==> src/hw/rtl/ordered_list_append_search_delete_top_defines.svh <==
// ----------------------------------------------------------------------------
// Assertion macros for the ordered list block
// Shared property wrappers, clocked on clk and disabled during rst.
// ----------------------------------------------------------------------------
`ifndef ORDERED_LIST_APPEND_SEARCH_DELETE_TOP_DEFINES_SVH
`define ORDERED_LIST_APPEND_SEARCH_DELETE_TOP_DEFINES_SVH

// same-cycle implication
`define OLASD_ASSERT_IMP(name, pre, post, msg) \
  name: assert property (@(posedge clk) disable iff (rst) (pre) |-> (post)) \
    else $error(msg);

// next-cycle implication
`define OLASD_ASSERT_NXT(name, pre, post, msg) \
  name: assert property (@(posedge clk) disable iff (rst) (pre) |=> (post)) \
    else $error(msg);

`endif

==> src/hw/rtl/olasd_pkg.sv <==
// ----------------------------------------------------------------------------
// olasd_pkg
// Types and constants shared by the ordered list cells and top level.
// ----------------------------------------------------------------------------
package olasd_pkg;

  localparam int CAPACITY_DEF = 16;
  localparam int VALUE_W      = 32;
  localparam int MODE_W       = 2;
  localparam int COUNT_OUT_W  = 5;

  // operation codes carried by an item
  typedef enum logic [MODE_W-1:0] {
    MODE_APPEND = 2'd0,
    MODE_SEARCH = 2'd1,
    MODE_DELETE = 2'd2
  } mode_t;

  // sequencer states
  typedef enum logic {
    ST_IDLE = 1'b0,
    ST_SCAN = 1'b1
  } state_t;

  // scan token handed from cell to cell
  typedef struct packed {
    logic tok;   // scan front is at this link
    logic hit;   // a match was seen in an earlier cell
  } link_t;

  // broadcast from the sequencer to every cell
  typedef struct packed {
    logic [VALUE_W-1:0] key;
    logic               commit_shift;  // close the gap left by a delete
  } bcast_t;

endpackage

==> src/hw/rtl/ordered_list_append_search_delete_top.sv <==
// ----------------------------------------------------------------------------
// ordered_list_append_search_delete_top
// Bounded ordered list of signed values with append, search and delete.
// ----------------------------------------------------------------------------
// Usage:
//   An item (mode, value) is taken at a rising edge with start high and
//   busy low. Each item yields one result (found, full_reject, entry_count)
//   shown for exactly one cycle with done high; the receiver cannot stall.
// Throughput:
//   Append and the unused mode finish at once: done comes in the cycle after
//   the accept, busy stays low, so one such item per cycle.
//   Search and delete send a token down the row of CAPACITY cells, one cell
//   per cycle; busy stays high while the token travels, and done follows in
//   the cycle busy drops. The next item is taken at the end of that cycle,
//   so a new item is not taken before the last one is through. The length
//   of the cell chain sets how long busy stays high.
//   A delete closes the gap at the end of the scan: every cell at or after
//   the first match loads its right neighbor.
// Reset:
//   rst clears the entry count (list empty) and the sequencer; slot
//   contents are left as they are and are never read until written.
// ----------------------------------------------------------------------------
`include "ordered_list_append_search_delete_top_defines.svh"

module ordered_list_append_search_delete_top
  import olasd_pkg::*;
#(
  parameter int CAPACITY = CAPACITY_DEF
) (
  input  logic                      clk,
  input  logic                      rst,
  input  logic                      start,
  output logic                      busy,
  input  logic [MODE_W-1:0]         mode,
  input  logic signed [VALUE_W-1:0] value,
  output logic                      done,
  output logic                      found,
  output logic                      full_reject,
  output logic [COUNT_OUT_W-1:0]    entry_count
);

  localparam int CNT_W = $clog2(CAPACITY + 1);

  state_t             state, state_next;
  logic [CNT_W-1:0]   count, count_next;
  logic [VALUE_W-1:0] key, key_next;
  logic               op_del, op_del_next;
  logic               seed, seed_next;
  logic               done_next, found_next, full_next;
  logic               accept;
  logic               is_full;
  logic               do_append;
  logic               scan_op;
  bcast_t             bc;

  link_t              links [CAPACITY+1];
  logic [VALUE_W-1:0] cell_data [CAPACITY];

  assign accept  = start && !busy;
  assign is_full = (count == CNT_W'(CAPACITY));
  assign busy    = (state != ST_IDLE);
  assign scan_op = (mode == MODE_SEARCH) || (mode == MODE_DELETE);
  assign links[0] = '{tok: seed, hit: 1'b0};

  // sequencer: decode, scan wait, commit
  always_comb begin
    state_next   = state;
    count_next   = count;
    key_next     = key;
    op_del_next  = op_del;
    seed_next    = 1'b0;
    done_next    = 1'b0;
    found_next   = 1'b0;
    full_next    = 1'b0;
    do_append    = 1'b0;
    bc.key          = key;
    bc.commit_shift = 1'b0;
    unique case (state)
      ST_IDLE: begin
        if (accept) begin
          unique case (mode_t'(mode))
            MODE_APPEND: begin
              done_next = 1'b1;
              if (is_full) begin
                full_next = 1'b1;
              end else begin
                do_append  = 1'b1;
                count_next = count + CNT_W'(1);
              end
            end
            MODE_SEARCH, MODE_DELETE: begin
              key_next    = value;
              op_del_next = (mode_t'(mode) == MODE_DELETE);
              seed_next   = 1'b1;
              state_next  = ST_SCAN;
            end
            default: begin
              done_next = 1'b1;
            end
          endcase
        end
      end
      ST_SCAN: begin
        if (links[CAPACITY].tok) begin
          done_next  = 1'b1;
          found_next = links[CAPACITY].hit;
          state_next = ST_IDLE;
          if (op_del && links[CAPACITY].hit) begin
            bc.commit_shift = 1'b1;
            count_next      = count - CNT_W'(1);
          end
        end
      end
      default: begin
        state_next = ST_IDLE;
      end
    endcase
  end

  // control registers
  always_ff @(posedge clk) begin
    if (rst) begin
      state <= ST_IDLE;
      count <= '0;
      seed  <= 1'b0;
      done  <= 1'b0;
    end else begin
      state <= state_next;
      count <= count_next;
      seed  <= seed_next;
      done  <= done_next;
    end
  end

  // payload registers
  always_ff @(posedge clk) begin
    key         <= key_next;
    op_del      <= op_del_next;
    found       <= found_next;
    full_reject <= full_next;
    entry_count <= COUNT_OUT_W'(count_next);
  end

  // row of cells
  for (genvar g = 0; g < CAPACITY; g++) begin : g_cell
    logic [VALUE_W-1:0] nbr;
    if (g < CAPACITY - 1) begin : g_mid
      assign nbr = cell_data[g+1];
    end else begin : g_last
      assign nbr = cell_data[g];
    end
    olasd_cell u_cell (
      .clk      (clk),
      .rst      (rst),
      .valid    (count > CNT_W'(g)),
      .wr_en    (do_append && (count == CNT_W'(g))),
      .wr_data  (value),
      .nbr_data (nbr),
      .bc       (bc),
      .link_in  (links[g]),
      .link_out (links[g+1]),
      .data     (cell_data[g])
    );
  end

  // checks
  `OLASD_ASSERT_IMP(a_count_bound, 1'b1, count <= CNT_W'(CAPACITY), "count above capacity")
  `OLASD_ASSERT_NXT(a_scan_busy, accept && scan_op, busy, "scan not started")
  `OLASD_ASSERT_IMP(a_flags_excl, done, !(found && full_reject), "found and full_reject both set")
  `OLASD_ASSERT_NXT(a_count_step, !busy && !accept, count == $past(count), "count moved while idle")

endmodule

==> src/hw/rtl/olasd_cell.sv <==
// ----------------------------------------------------------------------------
// olasd_cell
// One list slot: holds a value, compares it with the key as the scan
// token passes, and pulls its right neighbor's value on a delete.
// ----------------------------------------------------------------------------
module olasd_cell
  import olasd_pkg::*;
(
  input  logic               clk,
  input  logic               rst,
  input  logic               valid,
  input  logic               wr_en,
  input  logic [VALUE_W-1:0] wr_data,
  input  logic [VALUE_W-1:0] nbr_data,
  input  bcast_t             bc,
  input  link_t              link_in,
  output link_t              link_out,
  output logic [VALUE_W-1:0] data
);

  logic match;
  logic shift;

  assign match = valid && (data == bc.key);

  // stored value: append write or shift toward the head
  always_ff @(posedge clk) begin
    if (wr_en) begin
      data <= wr_data;
    end else if (bc.commit_shift && shift) begin
      data <= nbr_data;
    end
  end

  // token pass; remember whether this slot sits at or after the first match
  // hit runs beside the token and needs no reset
  always_ff @(posedge clk) begin
    if (rst) begin
      link_out.tok <= 1'b0;
      shift        <= 1'b0;
    end else begin
      link_out.tok <= link_in.tok;
      if (link_in.tok) begin
        shift <= link_in.hit | match;
      end
    end
    link_out.hit <= link_in.hit | match;
  end

endmodule
==> config.mk <==
export PLATFORM = sky130hd
export DESIGN_NAME = ordered_list_append_search_delete_top
export DESIGN_NICKNAME = d
export VERILOG_FILES = /design/src/hw/rtl/olasd_pkg.sv /design/src/hw/rtl/ordered_list_append_search_delete_top.sv /design/src/hw/rtl/olasd_cell.sv
export VERILOG_INCLUDE_DIRS = /design/src /design/src/hw/rtl
export SDC_FILE = /design/constraint.sdc
export NUM_CORES = 1
export LEC_CHECK = 0
export ABC_AREA = 1
export BUFFER_PORTS_ARGS = -buffer_cell sky130_fd_sc_hd__buf_2
export CAP_MARGIN = 20
export CELL_PAD_IN_SITES_DETAIL_PLACEMENT = 1
export CELL_PAD_IN_SITES_GLOBAL_PLACEMENT = 1
export CORE_MARGIN = 1.5
export CORE_UTILIZATION = 50
export CTS_CLUSTER_DIAMETER = 50
export CTS_CLUSTER_SIZE = 30
export DETAILED_ROUTE_END_ITERATION = 7
export PLACE_DENSITY = 0.77
export SLEW_MARGIN = 20
export SYNTH_ARGS = -nofsm -noshare
export SYNTH_HDL_FRONTEND = slang
export SYNTH_SLANG_ARGS = --single-unit
==> constraint.sdc <==
create_clock -name clk -period 4.2 [get_ports clk]
set_input_delay 0.21 -clock clk [delete_from_list [all_inputs] [get_ports clk]]
set_output_delay 0.21 -clock clk [all_outputs]
set_load 0.005 [all_outputs]
# == Word-level counts from Yosys, hierarchy flattened ==
# Index checks and enable logic that the tools add are counted.
# word_totals
ff_bits,607
latch_bits,0
mem_bits_rw,0
rom_bits,0
inputBits,37
out_inout_bits,9
wordCells,266
memories,0
# classes
n_addsub,2
mul,0
div_mod_pow,0
magnitude_cmp,16
eq_ne,34
shifts,0
muxes,52
n_bitwise,18
n_reduce_logical,72
# op_table
operator,count
two-way mux 32 bit,30
equality test 32 bit,16
logical AND 1 bit,49
"equality test 5 x 4 -> 1 bit, second input constant",8
"greater-than comparator 5 x 4 -> 1 bit, second input constant",8
nonzero test 2 bit,15
two-way mux 5 bit,5
"equality test 5 x 3 -> 1 bit, second input constant",4
"greater-than comparator 5 x 3 -> 1 bit, second input constant",4
bitwise OR 1 bit,15
two-way mux 1 bit,14
"equality test 5 x 2 -> 1 bit, second input constant",2
"greater-than comparator 5 x 1 -> 1 bit, second input constant",2
"greater-than comparator 5 x 2 -> 1 bit, second input constant",2
case mux 5 bit (2 select lines),1
"adder 5 x 1 -> 5 bit, second input constant",1
"equality test 5 x 1 -> 1 bit, second input constant",1
"equality test 5 bit, second input constant",1
logical NOT 5 bit,1
"subtractor 5 x 1 -> 5 bit, second input constant",1
case mux 1 bit (2 select lines),2
OR reduction 2 bit,2
inverter 1 bit,3
AND reduction 3 bit,1
other kinds (6),6

# == Logic depth before layout (Yosys ltp) ==
# depth
word_depth,7
depth_mapped,13
mapped_depth_nobuf,12

# == Modules after synthesis ==
# Synthesis repeated with hierarchy kept, for this count alone.
# hier_totals
cells_unflattened,4732
area_unflattened_um2,34709.5
# modules_own_cells
mod,n_inst,cells_per_inst,area_each_um2
olasd_cell,16,283,2035.7
ordered_list_append_search_delete_top,1,204,2138.3

# == Worst setup path before layout ==
# OpenSTA, ideal clock, no wires.
# synth_path
kind,register to register
start,register state (netlist: busy)
end,"register g_cell[10].u_cell.data[0], enable pin"
setup_ns,0.466
t_arrival_ns,3.318
required_time_ns,3.734
setup_slack_ns,0.416
stages_incl_launch_ff,6
n_path_buf,1
path_cell_list,dfxtp_1 -> inv_1 -> nor2_1 -> inv_1 -> clkbuf_1 -> o21ai_0
# synth_via
elab_chain_cells,6
elab_cells_between_ends,8
cone_classes,mux (3); reduce/logical (5)
# synth_rtl
item,line,source
"start, declared",ordered_list_append_search_delete_top.sv:44,"state_t state, state_next;"
"start signal, assigned",ordered_list_append_search_delete_top.sv:128,state <= state_next;
logical NOT 1 bit,ordered_list_append_search_delete_top.sv:59,assign accept = start && !busy;
logical AND 1 bit,ordered_list_append_search_delete_top.sv:59,
two-way mux 1 bit,ordered_list_append_search_delete_top.sv:80,if (accept) begin
two-way mux 1 bit,ordered_list_append_search_delete_top.sv:78,unique case (state)
logical AND 1 bit,ordered_list_append_search_delete_top.sv:156,".wr_en (do_append && (count == CNT_W'(g))),"
nonzero test 2 bit (no line) *,--,
"end signal, assigned",olasd_cell.sv:29,data <= wr_data;
"end signal, assigned",olasd_cell.sv:31,data <= nbr_data;
"end, declared",olasd_cell.sv:18,output logic [VALUE_W-1:0] data
# Every way passes the cells marked *; elsewhere a longest branch is shown, timed or not.
# A chain may end at the register's enable or synchronous reset.

# == Final worst setup path ==
# layout_path
start,register count[0]
end,"register g_cell[10].u_cell.data[14], enable pin"
# layout_via
elab_chain_cells,7
elab_cells_between_ends,8
cone_classes,eq/ne (2); mux (4); reduce/logical (2)
# layout_rtl
item,line,source
"start, declared",ordered_list_append_search_delete_top.sv:45,"logic [CNT_W-1:0] count, count_next;"
"start signal, assigned",ordered_list_append_search_delete_top.sv:129,count <= count_next;
equality test 5 bit,ordered_list_append_search_delete_top.sv:60,assign is_full = (count == CNT_W'(CAPACITY));
two-way mux 1 bit,ordered_list_append_search_delete_top.sv:84,if (is_full) begin
two-way mux 1 bit,ordered_list_append_search_delete_top.sv:81,unique case (mode_t'(mode))
two-way mux 1 bit,ordered_list_append_search_delete_top.sv:80,
two-way mux 1 bit,ordered_list_append_search_delete_top.sv:78,
logical AND 1 bit *,ordered_list_append_search_delete_top.sv:156,
nonzero test 2 bit (no line) *,--,
# Marked as above.

==> results summary <==
Counting every net in the synthesized netlist gives 3535. From synthesis to final layout, the design area changed by 10.77%. The total negative slack for setup checks is 0 ps. In this run the tightest slew margin relative to its limit is 0.2906. The arrival time at the worst endpoint is 3500 ps. The average detailed-routed wire length per instance came out at 24.74 microns.

The finished layout holds 4377 standard cells, fillers aside. The initial core utilization came out at 0.5046. The via count of the first global-routing pass came out at 25980. Max-cap violations in this run came to 0. The internal reg-to-reg setup slack came out at 1000 ps.

The worst hold slack is 47.02 ps. Along the worst path, the maximum fanout reaches 17. The worst stage delay on the critical path came out at 460 ps. The placeable core area is 0.06285 sq mm. The library cell used most frequently in the layout, excluding fill and tap cells, is nand2_1.

Clock-pin slew was measured on the worst setup and hold paths at 80 ps. The path type of the worst setup path is flip-flop to flip-flop. Buffers added to address setup during post-CTS repair amount to 0. Counting flops with a built-in enable in the synthesized netlist gives 545. The worst hold path begins at mode[0]. STA classifies the critical path endpoint as a flip-flop. The global-route wire length before repair came out at 161600 microns. The antenna diode count came out at 0. For hold timing, the worst endpoint is op_del$_DFFE_PP_. The number of placement rows came out at 92. The flip-flop cell with the highest count after synthesis is edfxtp_1. The multi-input combinational cell area came out at 0.01201 sq mm. The worst setup path is launched from a flip-flop. Setup repair after global routing left no endpoint under its margin. The via count came out at 25240. The CTS buffer count came out at 69. The die footprint is 0.06495 sq mm. Traced cell by cell, the critical path runs through clkinv_1 > ha_1 > nand3_1 > inv_1 > nor2_4 > nand4_1 > o21ai_4 > buf_4. TritonCTS built the clock tree. The total of buffers placed on input and output ports is 45. The final net count is 3519.

The total congestion overflow after global routing is 0. The leakage power total came out at 0.01387 uW. The final critical delay including setup and external delays came out at 3202 ps.

The clock insertion delay at the later pin of the skew report is 630 ps. The number of DRC violations after detailed-routing iteration 0 is 2465. The share of flip-flops with an asynchronous set or reset after synthesis is 0. The number of levels in the clock H-tree is 3. The slew of the pin with the lowest slew margin came out at 1064 ps.

The fraction of the core area covered by cells at the end of the flow came out at 0.5590. The maximum operating frequency is 312.3 MHz. The placed instance count came out at 4212. Detailed placement finished with a half-perimeter wire length of 74190 microns. After detailed routing, the number of remaining DRC violations is 0. The tree is rooted in a clkbuf_16. The antenna violation net count after detailed routing is 0. Counting distinct cell types in the post-synthesis netlist gives 34. The synthesized cell area is 0.03172 sq mm. The launching point of the worst reg2reg path is count[0]$_SDFF_PP0_. The number of iterations in the first detailed-routing pass came out at 5.

The largest net degree at the start of global routing came out at 65. The count of synthesis-stage warnings from yosys came out at 0. The period utilization is 0.7624. The type of the tightest min-delay check is input port to flip-flop. The total wirelength of the detailed-routed design is 108300 microns.

The slowest stage of the critical path belongs to the cell dfxtp_1. The final-layout fill cell count is 7221. The initial antenna violation count is 2.

Counting along the longest clock path gives a buffer depth of 3. The count of hold-fix buffers inserted at cts came out at 34. The cell depth of the worst hold path came out at 3. The global-route usage over all layers is 0.3380. The post-synthesis sequential area ratio came out at 0.5552. The number of pins exceeding their max-slew limit in the final report came out at 0. The average via count per standard cell is 5.766. The run finished with clean final reports. The TritonCTS sink count came out at 607. The global placer's final weighted congestion came out at 0.8886. Leaving out fill and tap cells, the most frequent cells in the layout are 1067 x nand2_1, 545 x edfxtp_1, 373 x o21ai_0.

The storage element area is 0.01761 sq mm. IR analysis of the VDD net gives a maximum drop of 0.3503 mV. The share of final-layout standard cells stronger than drive strength 1 is 0.08440. Among cell families on the critical path, the largest total delay comes from buffers and inverters. The number of resized instances in the post-cts repair step is 0.

The required time of the worst setup path is 4500 ps. For the final database, setup skew stands at 34.49 ps. The worst path buffer plus inverter count is 3. The total power divided by cell area came out at 392.9 mW/mm^2. The final count of negative-setup-slack endpoints is 0. The final-report hold violation count is 0. The height of the chip is 254.9 microns. The endpoint of the most critical register-to-register path is g_cell[10].u_cell.data[14]$_DFFE_PP_. In this run the count of I/O pins placed on the die edge is 46. From left edge to right edge, the die measures 254.9 microns. Synthesis handed over a netlist of 3490 instances. The worst reg-to-reg path cell count is 8. The mean post-synth cell area is 9.088 sq um.

The number of register bits inferred by synthesis came out at 607.
-- cell type report --
| class | instances | share of cell area |
|---|---|---|
| Clock buffer | 74 | 0.05150 |
| Multi-Input combinational cell | 2386 | 0.3418 |
| Sequential cell | 607 | 0.5012 |
| Inverter | 286 | 0.03056 |
| Clock inverter | 54 | 0.01620 |
| Timing Repair Buffer | 124 | 0.02870 |
| Tap cell | 846 | 0.03013 |
-- registers in the layout (all words and copies together), names as in the netlist --
signal,count
count,5
done,1
full_reject,1
seed,1
found,1
busy,1
op_del,1
g_cell.u_cell.data,512
g_cell.u_cell.shift,15
g_cell.u_cell.link_out,32
key,32
entry_count,5
-- layer usage --
metal / vias to the layer above / track usage / wire (microns)
met5: - / 0 / 13
met4: 2 / 0.1515 / 4698
met3: 202 / 0.04373 / 7296
met2: 913 / 0.5609 / 52250
met1: 12740 / 0.4438 / 44040
li1: 11380 / - / -
-- cell usage after synthesis, drive strengths merged (6+ instances only) --
library cell     n  area (sq um)
nand4           50         312.8
nand2         1072          4039
a21oi           31         155.2
clkinv           6         22.52
or2             35         219.0
ha               8         100.1
inv            280          1051
nand3           90         475.5
clkbuf          72         271.5
edfxtp         545         16370
dfxtp           62          1241
xnor2          266          2330
xor2            57         499.2
buf            139         947.2
nor2           233         904.6
nor3            12         60.06
o21ai          521          2645
-- logic make-up (layout without fill, tap and decap cells) --
family / count (synthesis) / after routing / synth area share
fa+ha+maj: 8 / 8 / 0.003156
simple gates: 1496 / 1496 / 0.1905
buf+inv: 497 / 538 / 0.07227
xor+xnor: 323 / 323 / 0.08920
flops: 607 / 607 / 0.5552
compound gates: 559 / 559 / 0.08975
-- how the worst max path moves through the flow --
stage	from	end	depth (start not counted)	slack [ps]
2_1_floorplan	busy$_SDFF_PP0_	g_cell[10].u_cell.data[0]$_DFFE_PP_	5	420
3_3_place_gp	count[0]$_SDFF_PP0_	g_cell[10].u_cell.data[24]$_DFFE_PP_	8	1200
3_5_place_dp	count[0]$_SDFF_PP0_	g_cell[13].u_cell.data[22]$_DFFE_PP_	8	1100
4_1_cts	count[0]$_SDFF_PP0_	g_cell[6].u_cell.data[6]$_DFFE_PP_	8	1080
5_1_grt	count[0]$_SDFF_PP0_	g_cell[6].u_cell.data[6]$_DFFE_PP_	8	810
6_report	count[0]$_SDFF_PP0_	g_cell[10].u_cell.data[14]$_DFFE_PP_	8	1000
-- report_power, final --
group          internal [uW]  total [uW]  switching [uW]
sequential              6540        6660             115
clock                   3470        6420            2950
combinational            236         726             490
-- worst reg2reg max path: stages, from the launching register on --
cell      delay [ps]
dfxtp_1          460
clkinv_1         370
ha_1             350
nand3_1          110
inv_1             80
nor2_4           400
nand4_1          320
o21ai_4          350
buf_4            420
-- through the flow --
| stage | area (sq um) | setup WS [ps] | total power, uW |
|---|---|---|---|
| after floorplan | 31720 | 415.9 | 7190 |
| after global placement | 32300 | 1204 | 7445 |
| after detailed placement | 32330 | 1098 | 7473 |
| after CTS | 35050 | 1083 | 13840 |
| after global routing | 35130 | 813.0 | 14090 |
| final | 35130 | 998.1 | 13810 |
Power figures use the tool's default switching activity.
